`src/sv/lpmq_pkg.sv`:
```
// Shared constants, types and helper functions for the binary-lifting LCA / path-max block.
// Depends on nothing; every other file refers to it by scoped names.
package lpmq_pkg;

    // Sizing of the tree and the weights
    localparam int NODE_COUNT        = 65536;
    localparam int LEVELS            = 16;
    localparam int WEIGHT_BITS       = 32;

    // Fixed field widths at the ports
    localparam int FIELD_NODE_BITS   = 16;
    localparam int FIELD_WEIGHT_BITS = 32;
    localparam int DEPTH_BITS        = 16;

    // Derived widths
    localparam int NODE_BITS  = (NODE_COUNT > 1) ? $clog2(NODE_COUNT) : 1;
    localparam int LEVEL_BITS = (LEVELS > 1) ? $clog2(LEVELS) : 1;
    localparam int ANC_BITS   = NODE_BITS + 1;
    localparam int LIFT_DEPTH = NODE_COUNT * LEVELS;
    localparam int LIFT_ABITS = (LIFT_DEPTH > 1) ? $clog2(LIFT_DEPTH) : 1;
    localparam int GAP_BITS   = (LEVELS > DEPTH_BITS) ? LEVELS + 1 : DEPTH_BITS + 1;
    localparam int RED_BITS   = (NODE_BITS > FIELD_NODE_BITS) ? NODE_BITS + 1
                                                              : FIELD_NODE_BITS + 1;

    // Reciprocal for reducing a node field modulo the node count
    localparam logic [31:0] RECIP         = 32'((64'd1 << 32) / NODE_COUNT);
    localparam logic [15:0] NODE_COUNT_LO = 16'(NODE_COUNT);

    // Opcodes
    localparam logic OP_LOAD  = 1'b0;
    localparam logic OP_QUERY = 1'b1;

    typedef logic [NODE_BITS-1:0]   t_node;
    typedef logic [ANC_BITS-1:0]    t_anc;
    typedef logic [DEPTH_BITS-1:0]  t_depth;
    typedef logic [WEIGHT_BITS-1:0] t_weight;
    typedef logic [LEVEL_BITS-1:0]  t_level;
    typedef logic [LIFT_ABITS-1:0]  t_lift_addr;

    localparam t_level K_LAST = t_level'(LEVELS - 1);

    // One lifting entry: 2^k ancestor plus one (zero = none) and the jump maximum
    typedef struct packed {
        t_anc    anc;
        t_weight jm;
    } t_lift_entry;

    typedef struct packed {
        logic        en;
        t_lift_addr  addr;
        t_lift_entry data;
    } t_lift_wr;

    typedef struct packed {
        logic   en;
        t_node  addr;
        t_depth data;
    } t_depth_wr;

    // Work done by the shared compare unit for one step
    typedef enum logic [1:0] {
        STEP_LOAD,
        STEP_CLIMB,
        STEP_MEET,
        STEP_FINAL
    } t_step_mode;

    typedef struct packed {
        t_step_mode mode;
        t_weight    acc;
        t_weight    x0;
        t_weight    x1;
        t_anc       anc0;
        t_anc       anc1;
        t_depth     du;
        t_depth     dv;
        t_level     k;
    } t_step_req;

    typedef struct packed {
        logic    take;
        t_weight wmax;
    } t_step_res;

    // Address of level k of a node in the lifting tables
    function automatic t_lift_addr lift_addr(t_node n, t_level k);
        return t_lift_addr'(n) * t_lift_addr'(LEVELS) + t_lift_addr'(k);
    endfunction

    // Node held by a nonzero ancestor entry
    function automatic t_node anc_to_node(t_anc a);
        t_anc d;
        d = a - t_anc'(1);
        return d[NODE_BITS-1:0];
    endfunction

    function automatic t_anc node_to_anc(t_node n);
        return t_anc'(n) + t_anc'(1);
    endfunction

    function automatic t_weight weight_from_field(logic [FIELD_WEIGHT_BITS-1:0] x);
        logic [WEIGHT_BITS+FIELD_WEIGHT_BITS-1:0] wide;
        wide = {{WEIGHT_BITS{1'b0}}, x};
        return wide[WEIGHT_BITS-1:0];
    endfunction

    function automatic logic [FIELD_WEIGHT_BITS-1:0] weight_to_field(t_weight w);
        logic [WEIGHT_BITS+FIELD_WEIGHT_BITS-1:0] wide;
        wide = {{FIELD_WEIGHT_BITS{1'b0}}, w};
        return wide[FIELD_WEIGHT_BITS-1:0];
    endfunction

    function automatic logic [FIELD_NODE_BITS-1:0] node_to_field(t_node n);
        logic [NODE_BITS+FIELD_NODE_BITS-1:0] wide;
        wide = {{FIELD_NODE_BITS{1'b0}}, n};
        return wide[FIELD_NODE_BITS-1:0];
    endfunction

endpackage

```
`src/sv/lpmq_step_unit.sv`:
```
// Shared compare unit: running weight maximum and the jump decision of one level.
// Combinational; uses lpmq_pkg.
module lpmq_step_unit (
    input  lpmq_pkg::t_step_req i_req,
    output lpmq_pkg::t_step_res o_res
);

    lpmq_pkg::t_weight             w_m01;
    logic [lpmq_pkg::GAP_BITS-1:0] w_gap;
    logic [lpmq_pkg::GAP_BITS-1:0] w_span;

    // Depth gap against the jump length of this level
    assign w_gap  = lpmq_pkg::GAP_BITS'(lpmq_pkg::t_depth'(i_req.du - i_req.dv));
    assign w_span = lpmq_pkg::GAP_BITS'(1) << i_req.k;

    // Merge the candidate weights into the running maximum and decide the jump
    always_comb begin
        w_m01      = (i_req.x0 > i_req.x1) ? i_req.x0 : i_req.x1;
        o_res.wmax = (i_req.acc > w_m01) ? i_req.acc : w_m01;
        case (i_req.mode)
            lpmq_pkg::STEP_LOAD: begin
                o_res.take = 1'b1;
            end
            lpmq_pkg::STEP_CLIMB: begin
                o_res.take = (i_req.du >= i_req.dv) && (w_gap >= w_span)
                             && (i_req.anc0 != '0);
            end
            lpmq_pkg::STEP_MEET: begin
                o_res.take = (i_req.anc0 != i_req.anc1) && (i_req.anc0 != '0)
                             && (i_req.anc1 != '0);
            end
            lpmq_pkg::STEP_FINAL: begin
                o_res.take = (i_req.anc0 != '0);
            end
            default: begin
                o_res.take = 1'b0;
            end
        endcase
    end

endmodule

```
`config.mk`:
```
export PLATFORM = sky130hd
export DESIGN_NAME = lpmq_step_unit
export DESIGN_NICKNAME = d
export VERILOG_FILES = /design/src/sv/lpmq_pkg.sv /design/src/sv/lpmq_step_unit.sv
export SDC_FILE = /design/constraint.sdc
export NUM_CORES = 1
export LEC_CHECK = 0
export BUFFER_PORTS_ARGS = -buffer_cell sky130_fd_sc_hd__buf_4
export CAP_MARGIN = 25
export CORE_MARGIN = 2
export CORE_UTILIZATION = 46
export DETAILED_ROUTE_END_ITERATION = 10
export GPL_ROUTABILITY_DRIVEN = 0
export MAX_ROUTING_LAYER = met4
export PLACE_DENSITY = 0.89
export RECOVER_POWER = 25
export SYNTH_ARGS = -nofsm -noshare
export SYNTH_HDL_FRONTEND = slang
export SYNTH_SLANG_ARGS = --single-unit
```
`constraint.sdc`:
```
create_clock -name vclk -period 6.8
set_input_delay 1.02 -clock vclk [all_inputs]
set_output_delay 1.02 -clock vclk [all_outputs]
set_load 0.005 [all_outputs]
```
After elaboration in Yosys (flattened, before gate mapping)
Index checks and enable logic that the tools add are counted.

Flip-flop bits (word level): 0. Output and inout port bits: 33. Word-level logic and storage cells: 20.

$add $sub $neg: 1. Magnitude comparators: 4. Equal/unequal tests: 4. Shifts and indexed selects: 1. Muxes and demuxes: 3. Reductions and logical operators: 7.

Operator list (count): $gt 32x32->1 (2); $mux 32 (2); $reduce_bool 17->1 (2); $ge 16x17->1 (1); $ne 17x17->1 (1); $shl 1x4->17 const A (1); $ge 16x16->1 (1); $sub 16x16->16 (1); $eq 2x2->1 const B (2); $logic_and 1x1->1 (4); $pmux 1 s4 (1); $eq 2x1->1 const B (1); $logic_not 2->1 (1).

Logic depth before layout (Yosys ltp)
Gate-level depths: netlist of the first run.

Depth after elaboration: 5. Depth in mapped cells: 18. Gate-level depth less buffers: 17.

Worst setup path after synthesis of the first run
Ideal clock, no wire load.

Path type: input-to-output. Start: input port i_req[100] (netlist name). End: output port o_res[12] (netlist name). Data arrival time: 4385 ps. Path slack: 1395 ps. Stages on the path: 17. Buffers on the path: 2. Cells stage by stage: inv_1 > ha_1 > nand4_1 > nor4_1 > or2b_2 > o22ai_4 > buf_8 > mux2i_1 > ha_1 > nand4_1 > or3_1 > o31ai_1 > o22ai_1 > a21oi_4 > buf_2 > nor2_1 > a21oi_1.

RTL lines: start: declaration (RTL line lpmq_step_unit.sv:4) `input lpmq_pkg::t_step_req i_req,`; end: declaration (RTL line lpmq_step_unit.sv:5) `output lpmq_pkg::t_step_res o_res`.

==> results of run 1 <==
where the power goes:
| part | switching, mW | leakage (nW) | internal, mW | total, mW |
|---|---|---|---|---|
| combinational | 0.257 | 2.83 | 0.271 | 0.529 |
| sequential | 0 | 0 | 0 | 0 |
| clock | 0 | 0 | 0 | 0 |
synthesized netlist by cell type, types with 2 or more instances:
library cell / count
sky130_fd_sc_hd__xor2_1: 5
sky130_fd_sc_hd__buf_2: 5
sky130_fd_sc_hd__a21oi_1: 76
sky130_fd_sc_hd__and4_1: 5
sky130_fd_sc_hd__nand2b_1: 2
sky130_fd_sc_hd__buf_8: 3
sky130_fd_sc_hd__nand2_1: 20
sky130_fd_sc_hd__nand3_1: 13
sky130_fd_sc_hd__inv_1: 57
sky130_fd_sc_hd__or3_1: 3
sky130_fd_sc_hd__a221oi_1: 2
sky130_fd_sc_hd__o2111ai_1: 2
sky130_fd_sc_hd__o211ai_1: 5
sky130_fd_sc_hd__a2111o_1: 2
sky130_fd_sc_hd__nor2b_1: 10
sky130_fd_sc_hd__o21a_1: 2
sky130_fd_sc_hd__o31ai_1: 3
sky130_fd_sc_hd__nand4_1: 19
sky130_fd_sc_hd__o21bai_1: 4
sky130_fd_sc_hd__and3_1: 4
sky130_fd_sc_hd__mux2i_1: 31
sky130_fd_sc_hd__xnor2_1: 26
sky130_fd_sc_hd__a21o_1: 17
sky130_fd_sc_hd__nor3_1: 7
sky130_fd_sc_hd__ha_1: 96
sky130_fd_sc_hd__nor4_1: 12
sky130_fd_sc_hd__o21ai_0: 10
sky130_fd_sc_hd__nor2_1: 46
worst paths after layout:
check | start | end | slack, ns
hold / removal | i_req[134] | o_res[0] | 2.37
setup / recovery | i_req[100] | o_res[1] | 0.33
cells by family after synthesis:
kind of cell / share of synthesized area, %
multiplexers: 9.07
AO/OA/AOI/OAI: 23.2
XOR/XNOR: 7.31
AND/OR/NAND/NOR: 19.7
buffers and inverters: 7.85
adder cells (fa/ha/maj): 32.9
layout make-up:
class | instances | area (µm²)
Fill cell | 646 | 2450
Tap cell | 102 | 128
Timing Repair Buffer | 207 | 1560
Multi-Input combinational cell | 440 | 3420
Inverter | 57 | 214
per-layer routing:
metal | vias to the layer above | share of wire (%) | track usage (%)
li1 | 2271 | - | -
met1 | 2107 | 39 | 31.1
met2 | 200 | 51 | 50.8
met3 | 24 | 7.3 | 2.17
met4 | 0 | 2.3 | 7.00
met5 | - | 0 | -
per-stage QoR:
stage | setup slack, ns | hold WS (ns) | power [mW]
2_1_floorplan | 1.40 | 2.16 | 0.300
3_3_place_gp | 0.485 | 2.36 | 0.503
3_5_place_dp | 0.379 | 2.36 | 0.527
4_1_cts | 0.394 | 2.36 | 0.529
5_1_grt | 0.0563 | 2.38 | 0.588
6_report | 0.331 | 2.37 | 0.529
critical path: stages:
cell	delay, ns
sky130_fd_sc_hd__buf_4	0.09
sky130_fd_sc_hd__inv_1	0.04
sky130_fd_sc_hd__ha_1	0.29
sky130_fd_sc_hd__nand4_1	0.17
sky130_fd_sc_hd__nor4_1	0.33
sky130_fd_sc_hd__or2b_2	0.35
sky130_fd_sc_hd__o22ai_4	0.37
sky130_fd_sc_hd__buf_4	0.38
sky130_fd_sc_hd__mux2i_1	0.15
sky130_fd_sc_hd__ha_1	0.34
sky130_fd_sc_hd__nand4_1	0.14
sky130_fd_sc_hd__or3_1	0.42
sky130_fd_sc_hd__nor3_1	0.27
sky130_fd_sc_hd__o22ai_1	0.15
sky130_fd_sc_hd__a21oi_4	0.32
sky130_fd_sc_hd__clkbuf_2	0.26
sky130_fd_sc_hd__nor2_1	0.06
sky130_fd_sc_hd__a21oi_1	0.15
sky130_fd_sc_hd__buf_4	0.14
==> results.md, run 1 <==
- Run status: finished, final reports clean
- Die width: about 94 µm
- Flip-flop and latch count: 0
- F_max: 155 MHz
- Most common cell after layout, fill and taps aside: sky130_fd_sc_hd__buf_4
- Setup fix buffers added after clock tree synthesis: 0
- Number of antenna-violating nets in the routed design: 0
- Final count of hold timing violations: 0
- Number of antenna violations at the first check in global routing: 0
- Worst IR drop on VDD: between 0.04 and 0.05 mV
- I/O pin count: 201
- Setup repair after global routing missed its margin: false
- Row Count: 32
- Starting utilization of the core area: between 40 and 50%
- Power per unit of standard cell area: around 99 nW/µm²
- DR iter-0 viols: 130
- Worst rel slew slack: 64.6%
- Mapped Avg Cell Area: ~7.3 µm²
- Area of the mapped netlist: 3710 µm²
- Post_cts resized: 0
- Critical Path RT: between 5 and 6 ns
- Instance count after placement with tap cells included: 806
- Detailed placer's ending HPWL: approximately 11000 µm
- Critical Path Sink Type: output port
- Via density per instance: 5.71
- Proportion of layout cells with a drive suffix above 1: 30.3%
- Final instance area: 5320 µm²
- Area after detailed placement: 5330 µm²
- Post-route fraction of the period consumed by the critical path: 95.1%
- Clock buffer cells: 0
- Wirelength, routed: ~12000 µm
- Tightest Hold Check Type: input port to output port
- Highest-count cells in the layout ignoring fill and taps: sky130_fd_sc_hd__buf_4, sky130_fd_sc_hd__ha_1, sky130_fd_sc_hd__a21oi_1, sky130_fd_sc_hd__inv_1, sky130_fd_sc_hd__nor2_1
- Number of standard cells in the final layout excluding fillers: 806
- Synth area leaders: sky130_fd_sc_hd__ha_1, sky130_fd_sc_hd__a21oi_1, sky130_fd_sc_hd__mux2i_1
- Global-route wire length before repair: 19700 µm
- Share of the synthesized area in the top cell type: 32.4%
- Worst Path Max Fanout: 16
- Setup TNS: 0 ns
- DR vias: 4602
- Post-route core utilization: about two thirds
- Drt pass-1 iters: 4
- Critical path type: input port to output port
- Total routing usage reported by global routing: 27.1%
- Die footprint: 8810 µm²
- Worst slew pin tran: 0.518 ns
- Number of DRC violations after detailed routing: 0
- Ant. Diodes: 0
- Shortest period the worst path allows: 6.47 ns
- Leakage: 2.83 nW
- Critical path data arrival time: 5.45 ns
- Area of the core region: 7770 µm²
- Hold Path Depth: 3
- Number of pins exceeding their max-slew limit in the final report: 0
- Layout Nets: ~1000
- Yosys top cell by area: sky130_fd_sc_hd__ha_1
- Total of max-cap violations: 0
- Number of instances in the synthesized netlist: 506
- Yosys warns: 0
- GRT Residual Overflow: 0
- Port Buf Inserts: 201
- Share of synthesized area occupied by flip-flops and latches: 0%
- Die boundary height: about 94 µm
- Maximum number of pins on one net before global-route repair: 36
- Number of nets produced by synthesis: slightly below 800
- Quantity of hold-fixing buffers added after cts: 0
- Final setup viols: 0
- Synth-to-Final Area Change: 43.2%
- Unique masters post-synth: 47
- Via count of the first global-routing pass: 4563
- Register area: 0 µm²
- Routed wire per std cell: 15.2 µm
- Kind of start point of the critical path: input port
Power figures use the tool's default switching activity.
==> run 2: changes to the inputs <==
- BUFFER_PORTS_ARGS: -buffer_cell sky130_fd_sc_hd__buf_4 -> unset
- DONT_BUFFER_PORTS: unset -> 1
- PLACE_DENSITY: 0.89 -> 0.68
==> run 2 against run 1 <==
  * Sequential share of layout area unchanged
  * Global-route usage down 4.8 points
  * First-iteration DRC count down 16%
==> results.md, run 2 (same netlist as run 1, synthesis figures left out) <==
- Multi-input gate area in the final layout: around 3400 µm²
- Row Count: 32
- Post_cts resized: 0
- Die footprint: 8810 µm²
- Number of standard cells in the final layout excluding fillers: 603
- Internal Power: between 150 and 200 µW
- F_max: ~160 MHz
- Die boundary height: 93.8 µm
- Run status: finished, final reports clean
- Wirelength, routed: 10400 µm
- DR vias: roughly 3700
- Proportion of layout cells with a drive suffix above 1: 2.00%
- Setup fix buffers added after clock tree synthesis: 0
- Total routing usage reported by global routing: around 22%
- Switching Power: 204 µW
- Area of the core region: 7770 µm²
- Detailed placer's ending HPWL: 9560 µm
- Global-route wire length before repair: 15800 µm
- Hold Path Depth: 1
- Drt pass-1 iters: 5
- PnR Total Power: 367 µW
- Maximum number of pins on one net before global-route repair: 32
- Critical path type: input port to output port
- Leakage: 1.87 nW
- Register area: 0 µm²
- Final setup viols: 0
- Worst IR drop on VDD: 0.0418 mV
- Worst rel slew slack: 66.3%
- Starting utilization of the core area: 47.8%
- Critical Path Sink Type: output port
- Flip-flop and latch count: 0
- Port Buf Inserts: 0
- Kind of start point of the critical path: input port
- Total of max-cap violations: 0
- Via count of the first global-routing pass: ~3600
- Start point of the worst hold path: i_req[134]
- Die width: 93.8 µm
- Final count of hold timing violations: 0
- Most common cell after layout, fill and taps aside: sky130_fd_sc_hd__ha_1
- Power per unit of standard cell area: approximately 96 nW/µm²
- Fillcell total: between 700 and 800
- Flop pwr share: 0%
- Instance count after placement with tap cells included: 603
- Setup TNS: 0 ns
- Layout Nets: 768
- Worst setup path start: i_req[100]
- Number of pins exceeding their max-slew limit in the final report: 0
- Setup repair after global routing missed its margin: false
- Part of the total power dissipated in the clock network: 0%
- Synth-to-Final Area Change: 2.46%
- Area after detailed placement: 3820 µm²
- Clock buffer cells: 0
- Final Hold Slack: 2.17 ns
- GRT Residual Overflow: 0
- Tightest Hold Check Type: input port to output port
- Switching fraction of total power: a little under three fifths
- Via density per instance: approximately 6.1
- Number of DRC violations after detailed routing: 0
- Highest-count cells in the layout ignoring fill and taps: sky130_fd_sc_hd__ha_1, sky130_fd_sc_hd__a21oi_1, sky130_fd_sc_hd__inv_1, sky130_fd_sc_hd__nor2_1, sky130_fd_sc_hd__mux2i_1
- Worst Path Max Fanout: 31
- Critical path data arrival time: 5.19 ns
- Shortest period the worst path allows: 6.21 ns
- Final instance area: 3800 µm²
- Quantity of hold-fixing buffers added after cts: 0
- I/O pin count: between 200 and 250
- Routed wire per std cell: approximately 17 µm
- Combinational share of power: 100.0%
- Post-route fraction of the period consumed by the critical path: 91.4%
- Number of antenna-violating nets in the routed design: 0
- Worst slew pin tran: 0.501 ns
- Critical Path RT: between 5 and 6 ns
- Number of antenna violations at the first check in global routing: 0
- DR iter-0 viols: 109
- Ant. Diodes: 0
## run 2: layout make-up
class	count	area share, %
multi-input combinational	440	89.6
inverter	57	5.62
tap	102	3.36
timing repair buffer	4	1.45
## run 2: metal layers
metal	share of wire (%)	vias up	global-route usage [%]
li1	-	1863	-
met3	9.1	8	3.61
met2	51	164	44.1
met1	39	1625	24.0
met4	1.0	0	2.05
met5	0	-	-
## run 2: critical path: stages
cell and delay (ns):
sky130_fd_sc_hd__inv_1 0.03, sky130_fd_sc_hd__ha_1 0.29, sky130_fd_sc_hd__nand4_1 0.16, sky130_fd_sc_hd__nor4_1 0.39, sky130_fd_sc_hd__or2b_2 0.34, sky130_fd_sc_hd__o22ai_1 0.29, sky130_fd_sc_hd__buf_12 0.25, sky130_fd_sc_hd__mux2i_1 0.28
sky130_fd_sc_hd__ha_1 0.19, sky130_fd_sc_hd__nand4_1 0.13, sky130_fd_sc_hd__or3_1 0.45, sky130_fd_sc_hd__nor3_1 0.27, sky130_fd_sc_hd__o22ai_1 0.15, sky130_fd_sc_hd__a21oi_4 0.36, sky130_fd_sc_hd__buf_12 0.23, sky130_fd_sc_hd__mux2_4 0.33
## run 2: power by group through the flow
| stage | registers (mW) | clock network [mW] | logic (mW) |
|---|---|---|---|
| after floorplan | 0 | 0 | 0.300 |
| after global placement | 0 | 0 | 0.359 |
| after detailed placement | 0 | 0 | 0.369 |
| after CTS | 0 | 0 | 0.372 |
| after global routing | 0 | 0 | 0.421 |
| final | 0 | 0 | 0.367 |
## run 2: final timing paths
kind	to	slack, ns
worst min-delay path	o_res[0]	2.17
worst max-delay path	o_res[0]	0.59
## run 2: stage by stage
stage / utilization (%) / setup slack, ns
floorplan: - / 1.40
global placement: 49.1 / 0.830
detailed placement: 49.1 / 0.729
CTS: 49.1 / 0.728
global route: 49.0 / 0.288
finish: 49.0 / 0.585
==> run 3: changes to the inputs <==
- CORE_ASPECT_RATIO: unset -> 0.5
==> run 3 against run 2 <==
  * Routed wire length shrank 9.1%
  * Combinational power fell by 4%
  * Hold slack got worse by 0.0095 ns
  * Fmax grew 1.5%
  * Critical path type unchanged
  * Largest power group unchanged
  * Highest routed layer unchanged
==> results.md, run 3 (same netlist as run 1, synthesis figures left out) <==
- Run status: finished, final reports clean
- Combinational share of power: 100.0%
- Register area: 0 µm²
- Drt pass-1 iters: 4
- Ant. Diodes: 0
- Via density per instance: 5.71
- Maximum number of pins on one net before global-route repair: 40
- Total of max-cap violations: 0
- Setup fix buffers added after clock tree synthesis: 0
- Highest-count cells in the layout ignoring fill and taps: sky130_fd_sc_hd__ha_1, sky130_fd_sc_hd__a21oi_1, sky130_fd_sc_hd__inv_1, sky130_fd_sc_hd__nor2_1, sky130_fd_sc_hd__mux2i_1
- Die footprint: just under 9000 µm²
- Critical path data arrival time: between 5 and 6 ns
- Worst rel slew slack: 66.0%
- Final count of hold timing violations: 0
- Clock buffer cells: 0
- Detailed placer's ending HPWL: roughly 8500 µm
- Destination of the worst hold path: o_res[0]
- Number of antenna violations at the first check in global routing: 0
- Part of the total power dissipated in the clock network: 0%
- Final setup viols: 0
- Via count of the first global-routing pass: 3205
- Shortest period the worst path allows: roughly 6.1 ns
- Critical Path RT: ~5.8 ns
- Most common cell after layout, fill and taps aside: sky130_fd_sc_hd__ha_1
- Number of antenna-violating nets in the routed design: 0
- Worst Path Max Fanout: 24
- Wirelength, routed: 9460 µm
- Flip-flop and latch count: 0
- DR iter-0 viols: a little over 80
- Start point of the worst hold path: i_req[134]
- Quantity of hold-fixing buffers added after cts: 0
- Kind of start point of the critical path: input port
- Switching Power: 196 µW
- Row Count: 23
- Number of pins exceeding their max-slew limit in the final report: 0
- Setup repair after global routing missed its margin: false
- Worst IR drop on VDD: between 0.04 and 0.05 mV
- Proportion of layout cells with a drive suffix above 1: 2.19%
- Final Hold Slack: 2.16 ns
- Power per unit of standard cell area: 93.3 nW/µm²
- Worst slew pin tran: 0.505 ns
- Post_cts resized: 0
- Internal Power: 158 µW
- F_max: roughly 160 MHz
- Number of DRC violations after detailed routing: 0
- Global-route wire length before repair: 14000 µm
- Total routing usage reported by global routing: 19.9%
- Starting utilization of the core area: 46.9%
- Area of the core region: 7910 µm²
- Hold Path Depth: 1
- Setup TNS: 0 ns
- Synth-to-Final Area Change: 2.26%
- Flop pwr share: 0%
- I/O pin count: 201
- Switching fraction of total power: 55.5%
- Die boundary height: between 60 and 70 µm
- Post-route fraction of the period consumed by the critical path: 90.1%
- Die width: 131 µm
- Tightest Hold Check Type: input port to output port
- Leakage: 1.86 nW
- Routed wire per std cell: 15.4 µm
- Critical Path Sink Type: output port
- DR vias: 3509
- GRT Residual Overflow: 0
- Port Buf Inserts: 0
- Layout Nets: slightly below 800
- PnR Total Power: roughly 350 µW
- Critical path type: input port to output port
[run 3: cell types whose count changed in the layout (fill, tap and decap cells not counted), sizes merged]
| cell | delta |
|---|---|
| clkbuf | +1 |
[run 3: worst max path at each step]
stage	from	endpoint	slack, ns
floorplan	i_req[100]	o_res[12]	1.40
global placement	i_req[99]	o_res[0]	0.84
detailed placement	i_req[99]	o_res[0]	0.77
CTS	i_req[99]	o_res[0]	0.73
global route	i_req[99]	o_res[16]	0.25
finish	i_req[99]	o_res[16]	0.68
[run 3: power groups by stage]
stage / logic, mW / clock network, mW / registers, mW
6_report: 0.354 / 0 / 0
5_1_grt: 0.409 / 0 / 0
4_1_cts: 0.360 / 0 / 0
3_5_place_dp: 0.358 / 0 / 0
3_3_place_gp: 0.352 / 0 / 0
2_1_floorplan: 0.300 / 0 / 0
[run 3: cell type report]
type	count	area (µm²)
Fill cell	819	4120
Multi-Input combinational cell	440	3410
Inverter	57	214
Tap cell	112	140
Timing Repair Buffer	5	35.0
[run 3: critical path, cell delays in order]
cell and delay [ns]:
sky130_fd_sc_hd__inv_1 0.02, sky130_fd_sc_hd__ha_1 0.30, sky130_fd_sc_hd__nand4_1 0.18, sky130_fd_sc_hd__nor4_1 0.35, sky130_fd_sc_hd__or2b_2 0.32, sky130_fd_sc_hd__o22ai_1 0.19
sky130_fd_sc_hd__buf_4 0.33, sky130_fd_sc_hd__mux2i_1 0.33, sky130_fd_sc_hd__ha_1 0.18, sky130_fd_sc_hd__nand4_1 0.14, sky130_fd_sc_hd__or3_1 0.42, sky130_fd_sc_hd__o31ai_1 0.28
sky130_fd_sc_hd__o22ai_1 0.16, sky130_fd_sc_hd__a21oi_4 0.14, sky130_fd_sc_hd__clkbuf_2 0.41, sky130_fd_sc_hd__nor2_1 0.07, sky130_fd_sc_hd__a21oi_1 0.24
[run 3: metal layers]
layer	global-route usage [%]	share of wire (%)
met2	39.6	50
met1	22.5	41
met3	2.54	8.3
met5	-	0
met4	1.06	0.44
[run 3: stage by stage]
stage                     worst slack [ns]  cells  instance area (µm²)  utilization (%)
after floorplan                       1.40    506                 3710                -
after global placement               0.836    614                 3810             48.2
after detailed placement             0.765    614                 3810             48.2
after CTS                            0.731    614                 3810             48.2
after global routing                 0.255    614                 3800             48.0
final                                0.675    614                 3800             48.0
